$ cat config.mk
export PLATFORM = sky130hd
export DESIGN_NAME = image_vector_got_relocator
export DESIGN_NICKNAME = d
export VERILOG_FILES = /design/src/rtl/ivgr_pkg.sv /design/src/rtl/ivgr_layout_chk.sv /design/src/rtl/image_vector_got_relocator.sv
export SDC_FILE = /design/constraint.sdc
export NUM_CORES = 1
export LEC_CHECK = 0
export BUFFER_PORTS_ARGS = -buffer_cell sky130_fd_sc_hd__buf_4
export CORE_MARGIN = 8
export CORE_UTILIZATION = 62
export DETAILED_ROUTE_END_ITERATION = 10
export PLACE_DENSITY = 0.88
export REMOVE_ABC_BUFFERS = 1
export SLEW_MARGIN = 20
export SYNTH_ARGS = -nofsm -noshare
export SYNTH_HDL_FRONTEND = slang
export SYNTH_HIERARCHICAL = 1
export SYNTH_SLANG_ARGS = --single-unit
$ cat constraint.sdc
create_clock -name clk_i -period 6.1 [get_ports clk_i]
set_clock_uncertainty 0.05 [all_clocks]
set_input_delay 0.305 -clock clk_i [delete_from_list [all_inputs] [get_ports clk_i]]
set_output_delay 0.305 -clock clk_i [all_outputs]
set_load 0.03 [all_outputs]
$ cat src/rtl/ivgr_pkg.sv
// ----------------------------------------------------------------------------
// Image vector and GOT relocator package
// Shared types and constants for the relocator and its layout checker.
// ----------------------------------------------------------------------------
`default_nettype none

package ivgr_pkg;

  localparam logic [31:0] ERASED_MARK = 32'hF108F85F;

  typedef enum logic [1:0] {
    CMD_START  = 2'd0,
    CMD_VECTOR = 2'd1,
    CMD_GOT    = 2'd2
  } cmd_e;

  typedef enum logic [1:0] {
    RGN_NONE   = 2'd0,
    RGN_VECTOR = 2'd1,
    RGN_GOT    = 2'd2
  } region_e;

  typedef enum logic [2:0] {
    ST_OK      = 3'd0,
    ST_LAYOUT  = 3'd1,
    ST_HANDLER = 3'd2,
    ST_BEYOND  = 3'd3,
    ST_FAILED  = 3'd4
  } status_e;

  typedef enum logic [2:0] {
    REG_LOAD_BASE    = 3'd0,
    REG_IMAGE_BYTES  = 3'd1,
    REG_VECTOR_COUNT = 3'd2,
    REG_TABLE_OFFSET = 3'd3,
    REG_TABLE_BYTES  = 3'd4,
    REG_VECTOR_ROOM  = 3'd5,
    REG_TABLE_ROOM   = 3'd6
  } reg_e;

  typedef struct packed {
    logic [31:0] load_base;
    logic [31:0] image_bytes;
    logic [8:0]  vector_count;
    logic [31:0] table_offset;
    logic [31:0] table_bytes;
    logic [8:0]  vector_room;
    logic [10:0] table_room;
  } cfg_t;

  typedef struct packed {
    logic [31:0] relocated;
    region_e     region;
    logic [9:0]  position;
    status_e     status;
    logic        last;
  } res_t;

endpackage

`default_nettype wire

$ cat src/rtl/ivgr_layout_chk.sv
// ----------------------------------------------------------------------------
// Image layout checker
// Checks the configured image layout against size, alignment and capacity
// rules and gives the verdict for a start transaction.
// ----------------------------------------------------------------------------
`default_nettype none

module ivgr_layout_chk
  import ivgr_pkg::*;
#(
  parameter int unsigned MAX_VECTORS     = 256,
  parameter int unsigned MAX_TABLE_WORDS = 1024
) (
  input  wire cfg_t cfg_i,
  output logic      layout_ok_o
);

  logic [31:0] vc_ext;
  logic [31:0] table_words;
  logic [31:0] room_left;
  logic        reject;

  always_comb begin
    vc_ext      = {23'd0, cfg_i.vector_count};
    table_words = {2'd0, cfg_i.table_bytes[31:2]};
    room_left   = cfg_i.image_bytes - cfg_i.table_offset;
    reject      = (cfg_i.image_bytes < 32'd8)
               || (cfg_i.vector_count < 9'd2)
               || (cfg_i.vector_count > cfg_i.vector_room)
               || (vc_ext > 32'(MAX_VECTORS))
               || (vc_ext > {2'd0, cfg_i.image_bytes[31:2]})
               || (cfg_i.table_offset[1:0] != 2'd0)
               || (cfg_i.table_bytes[1:0] != 2'd0)
               || (cfg_i.table_offset > cfg_i.image_bytes)
               || (cfg_i.table_bytes > room_left)
               || (table_words > {21'd0, cfg_i.table_room})
               || (table_words > 32'(MAX_TABLE_WORDS));
    layout_ok_o = !reject;
  end

endmodule

`default_nettype wire

$ cat src/rtl/image_vector_got_relocator.sv
// ----------------------------------------------------------------------------
// Image vector and GOT relocator
// Relocates vector table and GOT words of a position-independent image as
// they stream through, after a start transaction has checked the layout.
//
// Channel   Direction  Handshake                 Payload
// in        input      in_valid_i / in_ready_o   command_i, word_i
// out       output     out_valid_o / out_ready_i relocated_o, region_o,
//                                                position_o, status_o, last_o
// cfg       input      cfg_we_i                  cfg_index_i, cfg_wdata_i
//
// Every transaction passes from acceptance into the input register, then
// through the relocation logic into the result register.
// A new transaction is accepted in every cycle while results are taken.
// The layout check works directly on the configuration registers, so a start
// may follow a register write at once. Reset leaves the job failed until a
// start passes. A stalled result holds the input register, which then stalls
// the input.
// ----------------------------------------------------------------------------
`default_nettype none

module image_vector_got_relocator
  import ivgr_pkg::*;
#(
  parameter int unsigned MAX_VECTORS     = 256,
  parameter int unsigned MAX_TABLE_WORDS = 1024
) (
  input  wire logic        clk_i,
  input  wire logic        rst_ni,
  input  wire logic        in_valid_i,
  output logic             in_ready_o,
  input  wire logic [1:0]  command_i,
  input  wire logic [31:0] word_i,
  output logic             out_valid_o,
  input  wire logic        out_ready_i,
  output logic [31:0]      relocated_o,
  output logic [1:0]       region_o,
  output logic [9:0]       position_o,
  output logic [2:0]       status_o,
  output logic             last_o,
  input  wire logic        cfg_we_i,
  input  wire logic [2:0]  cfg_index_i,
  input  wire logic [31:0] cfg_wdata_i
);

  cfg_t        cfg_q;
  logic        layout_ok;

  logic        s1_valid_q;
  logic [1:0]  cmd_q;
  logic [31:0] word_q;
  logic        adv;

  logic [8:0]  vector_pos_q, vector_pos_d;
  logic [29:0] table_pos_q, table_pos_d;
  logic        failed_q, failed_d;
  logic [29:0] table_words;

  logic        out_valid_q;
  res_t        res_q, res_d;

  ivgr_layout_chk #(
    .MAX_VECTORS     (MAX_VECTORS),
    .MAX_TABLE_WORDS (MAX_TABLE_WORDS)
  ) u_layout_chk (
    .cfg_i       (cfg_q),
    .layout_ok_o (layout_ok)
  );

  always_ff @(posedge clk_i or negedge rst_ni) begin
    if (!rst_ni) begin
      cfg_q <= '0;
    end else if (cfg_we_i) begin
      unique case (cfg_index_i)
        REG_LOAD_BASE:    cfg_q.load_base    <= cfg_wdata_i;
        REG_IMAGE_BYTES:  cfg_q.image_bytes  <= cfg_wdata_i;
        REG_VECTOR_COUNT: cfg_q.vector_count <= cfg_wdata_i[8:0];
        REG_TABLE_OFFSET: cfg_q.table_offset <= cfg_wdata_i;
        REG_TABLE_BYTES:  cfg_q.table_bytes  <= cfg_wdata_i;
        REG_VECTOR_ROOM:  cfg_q.vector_room  <= cfg_wdata_i[8:0];
        REG_TABLE_ROOM:   cfg_q.table_room   <= cfg_wdata_i[10:0];
        default: ;
      endcase
    end
  end

  assign adv         = s1_valid_q && (!out_valid_q || out_ready_i);
  assign in_ready_o  = !s1_valid_q || adv;
  assign table_words = cfg_q.table_bytes[31:2];

  always_comb begin
    res_d        = '0;
    res_d.region = RGN_NONE;
    res_d.status = ST_OK;
    vector_pos_d = vector_pos_q;
    table_pos_d  = table_pos_q;
    failed_d     = failed_q;
    unique case (cmd_q)
      CMD_START: begin
        if (layout_ok) begin
          failed_d     = 1'b0;
          vector_pos_d = '0;
          table_pos_d  = '0;
        end else begin
          failed_d     = 1'b1;
          res_d.status = ST_LAYOUT;
        end
      end
      CMD_VECTOR: begin
        if (failed_q) begin
          res_d.status = ST_FAILED;
        end else if (vector_pos_q >= cfg_q.vector_count) begin
          res_d.status = ST_BEYOND;
        end else begin
          vector_pos_d = vector_pos_q + 9'd1;
          priority if (vector_pos_q == 9'd0) begin
            res_d.relocated = word_q;
            res_d.region    = RGN_VECTOR;
          end else if (word_q == 32'd0 || word_q == ERASED_MARK) begin
            res_d.region    = RGN_VECTOR;
            res_d.position  = {1'b0, vector_pos_q};
          end else if (!word_q[0] || ({word_q[31:1], 1'b0} >= cfg_q.image_bytes)) begin
            vector_pos_d    = vector_pos_q;
            failed_d        = 1'b1;
            res_d.status    = ST_HANDLER;
          end else begin
            res_d.relocated = cfg_q.load_base + word_q;
            res_d.region    = RGN_VECTOR;
            res_d.position  = {1'b0, vector_pos_q};
          end
          if (res_d.region == RGN_VECTOR) begin
            res_d.last = (vector_pos_d >= cfg_q.vector_count) &&
                         (table_pos_q >= table_words);
          end
        end
      end
      CMD_GOT: begin
        if (failed_q) begin
          res_d.status = ST_FAILED;
        end else if (table_pos_q >= table_words) begin
          res_d.status = ST_BEYOND;
        end else begin
          table_pos_d     = table_pos_q + 30'd1;
          res_d.relocated = (word_q < cfg_q.image_bytes) ? cfg_q.load_base + word_q : word_q;
          res_d.region    = RGN_GOT;
          res_d.position  = table_pos_q[9:0];
          res_d.last      = (vector_pos_q >= cfg_q.vector_count) && (table_pos_d >= table_words);
        end
      end
      default: ;
    endcase
  end

  always_ff @(posedge clk_i or negedge rst_ni) begin
    if (!rst_ni) begin
      s1_valid_q   <= 1'b0;
      out_valid_q  <= 1'b0;
      vector_pos_q <= '0;
      table_pos_q  <= '0;
      failed_q     <= 1'b1;
    end else begin
      if (in_valid_i && in_ready_o) begin
        s1_valid_q <= 1'b1;
      end else if (adv) begin
        s1_valid_q <= 1'b0;
      end
      if (adv) begin
        out_valid_q  <= 1'b1;
        vector_pos_q <= vector_pos_d;
        table_pos_q  <= table_pos_d;
        failed_q     <= failed_d;
      end else if (out_ready_i) begin
        out_valid_q <= 1'b0;
      end
    end
  end

  always_ff @(posedge clk_i) begin
    if (in_valid_i && in_ready_o) begin
      cmd_q  <= command_i;
      word_q <= word_i;
    end
    if (adv) begin
      res_q <= res_d;
    end
  end

  assign out_valid_o = out_valid_q;
  assign relocated_o = res_q.relocated;
  assign region_o    = res_q.region;
  assign position_o  = res_q.position;
  assign status_o    = res_q.status;
  assign last_o      = res_q.last;

  a_region_ok: assert property (@(posedge clk_i) disable iff (!rst_ni)
    out_valid_o && region_o != RGN_NONE |-> status_o == ST_OK)
    else $error("Relocated word carries a non-ok status.");

  a_last_region: assert property (@(posedge clk_i) disable iff (!rst_ni)
    out_valid_o && last_o |-> region_o != RGN_NONE)
    else $error("Last flag set on a transaction that writes nothing.");

  a_handler_fails: assert property (@(posedge clk_i) disable iff (!rst_ni)
    adv && res_d.status == ST_HANDLER |=> failed_q)
    else $error("Bad handler did not set the failed flag.");

  a_vector_step: assert property (@(posedge clk_i) disable iff (!rst_ni)
    adv && res_d.region == RGN_VECTOR |=> vector_pos_q == $past(vector_pos_q) + 9'd1)
    else $error("Vector index did not advance on a vector word.");

endmodule

`default_nettype wire

==> After elaboration in Yosys (flattened, before gate mapping) <==
Cells that the tools add are included.
{ "op_classes": {"n_reduce_logical": 41, "n_eq_ne": 15, "n_mux": 53, "n_lt_le_gt_ge": 15, "n_addsub": 4} }
{ "ops": {"columns": ["cell", "count"], "rows": [
  ["$mux W44", 5],
  ["$mux W34", 4],
  ["$mux W30", 3],
  ["$pmux W44 S2", 1],
  ["$mux W9", 9],
  ["$gt A32 B32 Y1", 2],
  ["$mux W32", 2],
  ["$ge A30 B30 Y1", 2],
  ["$pmux W30 S2", 1],
  ["$add A32 B32 Y32", 1],
  ["$eq A32 B32 Y1 const B", 1],
  ["$ge A32 B32 Y1", 1],
  ["$logic_not A32 Y1", 1],
  ["$lt A32 B32 Y1", 1],
  ["$lt A32 B4 Y1 const B", 1],
  ["$sub A32 B32 Y32", 1],
  ["$add A30 B1 Y30 const B", 1],
  ["$gt A30 B11 Y1", 1],
  ["$gt A30 B11 Y1 const B", 1],
  ["$gt A9 B30 Y1", 1],
  ["$ge A9 B9 Y1", 2],
  ["$pmux W9 S2", 1],
  ["$mux W1", 16],
  ["$reduce_and A2 Y1", 8],
  ["24 further kinds", 61]
]} }
{ "totals": {"out_inout_bits": 50, "word_cells": 147, "input_bits": 74, "regBits": 281} }

==> Logic depth before layout (Yosys ltp) <==
{ "logic_depth": {"ltp_word": 14, "depth_mapped": 27, "mapped_depth_nobuf": 25} }

==> Hierarchy <==
Netlist, hierarchy kept.
{ "by_module_without_submodules": {"columns": ["module", "cells_per_inst", "area_per_inst_um2", "instances", "seq_area_each_um2"], "rows": [
  ["image_vector_got_relocator", 1524, 16036.6, 1, 7443.4],
  ["ivgr_layout_chk", 495, 3502.1, 1, 0.0]
]} }

==> Least setup slack after synthesis <==
Ideal clock, no wire load.
{ "synth_timing": {"path_type": "flip-flop to flip-flop", "startpoint": "reg cfg_q[101] (netlist name)", "endpoint": "reg table_pos_q[19]", "arrival_ns": 4.757, "n_path_buf": 2, "required_ns": 5.929, "stages_incl_launch_ff": 24, "setup_slack_ns": 1.172, "period_less_slack_ns": 4.928, "path_cell_list": "dfrtp_1 ha_1 a21o_1 a221oi_4 o221a_4 o31ai_4 a2111oi_4 nor4_1 nor3_1 nor3b_2 ha_1 nand4_1 nor2_1 nand2_1 or3_1 nor4_1 a21oi_1 a211oi_1 nor2b_1 nor2_1 nand2b_1 clkbuf_1 buf_2 a22o_1"} }
{ "synth_via": {"elab_chain_len": 13} }
{ "synth_lines": {"columns": ["item", "line", "source"], "rows": [
  ["start: declaration", "image_vector_got_relocator.sv:46", "cfg_t cfg_q;"],
  ["parallel branches: the longest is 8 deep, another holds $sub A32 B32 Y32", null, null],
  ["$logic_or A1 B1 Y1 (*)", "ivgr_layout_chk.sv:35", "|| (cfg_i.table_bytes > room_left)"],
  ["$logic_or A1 B1 Y1 (*)", "ivgr_layout_chk.sv:36", "|| (table_words > {21'd0, cfg_i.table_room})"],
  ["$logic_or A1 B1 Y1 (*)", "ivgr_layout_chk.sv:37", "|| (table_words > 32'(MAX_TABLE_WORDS));"],
  ["$ne A2 B2 Y1 (no line) (*)", null, null],
  ["$reduce_and A5 Y1 (no line) (*)", null, null],
  ["end signal: assignment", "image_vector_got_relocator.sv:170", "table_pos_q <= table_pos_d;"],
  ["end: declaration", "image_vector_got_relocator.sv:55", "logic [29:0] table_pos_q, table_pos_d;"]
]} }
Mark *: on every way between the ends.
A chain may end at the register's enable or synchronous reset.

==> Worst setup path in the final report <==
{ "layout_timing": {"startpoint": "reg cfg_q[101] (netlist name)", "endpoint": "reg table_pos_q[12]"} }
Same word-level chain as after synthesis.

==> qor.yml <==
post_drt_wl_per_cell_um: 21.9
rows: 65
tns_ns: 0
p_leak_nw: 10.5
drt_iter0_markers: 1823
status: "finished, final reports clean"
rr_endpoint: "table_pos_q[12]$_DFFE_PN0P_"
r2r_cells: 24
die_area_mm2: 0.0375
worstMarginPinSlew_ns: 0.944
n_antenna_cell: 0
ys_types: 95
cts_made_buffers: 31
required_ns: 6.55
drv_slew: 0
grt_use_met2_pct: 50.1
syn_area_per_cell_um2: 9.68
min_to: "cfg_q[23]$_DFFE_PN0P_"
routed_wl_um: 57600
initial_utilization_pct: 62.4
dp_hpwl_um: 42300
gr-usage-all-layers_pct: 30.1
top_usage_layer: "met2"
grt_use_met3_pct: 5.59
holdCritStartpoint: "cfg_wdata_i[3]"
netlist_area_mm2: 0.0195
grt_setup_unrepaired: "no"
fillers: 2196
min_path_cells: 3
r2r-start: "cfg_q[101]$_DFFE_PN0P_"
crit_path_start: "cfg_q[101]$_DFFE_PN0P_"
grt_pass1_wl_um: 92700
critPathArrivalTime_ns: 6.17
fin_nets: 2515
synth_edf_count: 82
grt_util_met1_pct: 36.9
timing.fmax_mhz: 175
via_per_inst: 6.50
place_area_mm2: 0.0209
cts_sinks: 281
path_clk_slew_ns: 0.06
setup_viol: 0
yosys_most_used_dff: "dfrtp_1"
fp.coreArea_mm2: 0.0313
overflow: 0
maxCapViolations: 0
num_io_pins: 124
yosys_warnings: 6
die-width_um: 194
layout_common_cells: "ha_1, nand2_1, dfrtp_1"
dr.pass1.iters: 5
crit_type: "flop to flop"
period_share_pct: 93.7
setup_slack_ns: 0.385
die_h_um: 194
post-place-ws_ns: 0.442
antenna_found_initial: 0
ir_worst_vdd_uv: 249
area_growth_pct: 15.8
ys_ff_latch: 281
critPathLaunchType: "flop"
hold_path_class: "input port to flop"
hold_slack_ns: 0.0158
htree_num_levels: 1
layout-drive-gt1-share_pct: 14.9
drc: 0
endpoint_kind: "flop"
routabilityCongestion: 0.959
power_density_mw_per_mm2: 351
vias: 17100
design_area_mm2: 0.0226
hold_viol: 0
syn_inst: 2019
cts_setup_buffers: 0
grt_start_max_net_pins: 154
clk_latency_ns: 0.57
max-slew-margin-rel_pct: 37.1
r2r_slack_ns: 0.39
post-route-min-period_ns: 5.71
io_buffers: 123
clk_path_buf_depth: 3
seq_area_frac_synth_pct: 38.1
final_common_cell: "ha_1"
drtAntennaViolNets: 0
cp_max_fo: 22
cts_tree: "yes"
root_buffer: "clkbuf_16"
async_reset_ff_share_pct: 70.8
grt_pass1_vias: 17300
[worst max-delay path, stage by stage (launching register included)]
cell and delay, ns:
dfrtp_1 0.42, ha_1 0.36, a21o_1 0.24, a221oi_4 0.38, or3_1 0.17, o21ai_1 0.07, a211oi_1 0.46, o21ai_1 0.18
a31oi_1 0.23, xor2_1 0.09, ha_1 0.31, nand4_1 0.10, nor2_1 0.17, nand2_1 0.10, or3_1 0.41, nor4_1 0.31
a21oi_1 0.08, a211oi_1 0.24, buf_4 0.17, nor2b_1 0.07, nor2_1 0.18, nand3b_1 0.19, buf_4 0.29, o21ai_0 0.22
a22o_1 0.16
[through the flow]
stage | std cells | util, % | power (mW)
4_1_cts | 2623 | 72.2 | 7.83
6_report | 2624 | 72.2 | 7.93
3_3_place_gp | 2506 | 66.8 | 5.59
2_1_floorplan | 1965 | - | 4.85
3_5_place_dp | 2506 | 66.8 | 5.77
5_1_grt | 2624 | 72.2 | 8.38
[cell type report]
class	count	area, µm²	area share [%]
multi-input combinational	1509	11300	49.8
sequential	281	7440	32.9
timing repair buffer	200	1670	7.40
clock buffer	42	882	3.90
inverter	175	658	2.91
tap	402	503	2.22
clock inverter	15	200	0.885
[Yosys cell counts (4+ instances only)]
cell type | instances | area [µm²]
nor2_1 | 61 | 229
a22oi_1 | 18 | 135
inv_1 | 174 | 653
nand4_1 | 51 | 319
and3_1 | 16 | 100
o21ai_1 | 17 | 85.1
edfxtp_1 | 82 | 2460
nand3_1 | 38 | 190
o221ai_1 | 4 | 35.0
nand4b_1 | 7 | 61.3
o21bai_1 | 8 | 60.1
o2111ai_1 | 4 | 35.0
or4_1 | 5 | 37.5
or2_2 | 12 | 75.1
nor3_1 | 25 | 125
a21oi_1 | 99 | 495
clkbuf_1 | 44 | 165
o21a_1 | 13 | 97.6
mux2_2 | 90 | 1010
xor2_1 | 19 | 166
or3_1 | 13 | 81.3
and2_1 | 11 | 68.8
buf_2 | 9 | 45.0
dfrtp_1 | 198 | 4950
xnor2_1 | 39 | 342
nor4_1 | 24 | 150
a22o_1 | 38 | 333
ha_1 | 241 | 3020
o22ai_1 | 20 | 125
a21boi_0 | 4 | 30.0
mux2i_1 | 20 | 200
a211oi_1 | 16 | 120
a21o_1 | 59 | 443
o41ai_1 | 4 | 35.0
nand2_1 | 209 | 785
nor2b_1 | 19 | 119
o31ai_1 | 8 | 60.1
nand2b_1 | 31 | 194
o21ai_0 | 159 | 796
a31oi_1 | 9 | 56.3
o211ai_1 | 16 | 120
and4_1 | 8 | 70.1
[sequential cells by signal, summed over array words and instances (netlist names)]
register,cells
vector_pos_q,9
failed_q,1
region_o,2
cmd_q,2
table_pos_q,30
relocated_o,32
status_o,3
position_o,10
word_q,32
cfg_q,157
s1_valid_q,1
out_valid_o,1
last_o,1
[worst max-delay path by stage]
stage	to	depth (start not counted)
6_report	table_pos_q[12]$_DFFE_PN0P_	24
5_1_grt	table_pos_q[11]$_DFFE_PN0P_	25
4_1_cts	vector_pos_q[1]$_DFFE_PN0P_	23
3_5_place_dp	vector_pos_q[1]$_DFFE_PN0P_	23
3_3_place_gp	vector_pos_q[1]$_DFFE_PN0P_	23
2_1_floorplan	table_pos_q[2]$_DFFE_PN0P_	22
[where the power goes]
group	internal [mW]	switching, mW
combinational	1.42	1.97
clock	1.22	0.790
sequential	2.25	0.280
[per-layer routing]
| metal | vias up | share of wire, % |
|---|---|---|
| met4 | 0 | 5.7 |
| li1 | 7797 | - |
| met2 | 858 | 47 |
| met1 | 8173 | 39 |
| met3 | 233 | 8.0 |
| met5 | - | 0 |
[cell families after synthesis]
kind of cell             Yosys count  synth area share [%]
multiplexers                     110                  6.21
buffers and inverters            229                  4.48
AO/OA/AOI/OAI                    547                  18.7
flip-flops                       281                  38.1
adder cells (fa/ha/maj)          243                  15.6
AND/OR/NAND/NOR                  551                  14.3
XOR/XNOR                          58                  2.60
[repair_timing]
item / CTS / global route
resized for setup: 0 / 2
hold buffers: 60 / 0
setup endpoints to repair: 0 / 7
hold endpoints to repair: 157 / 0
Power figures use the tool's default switching activity.
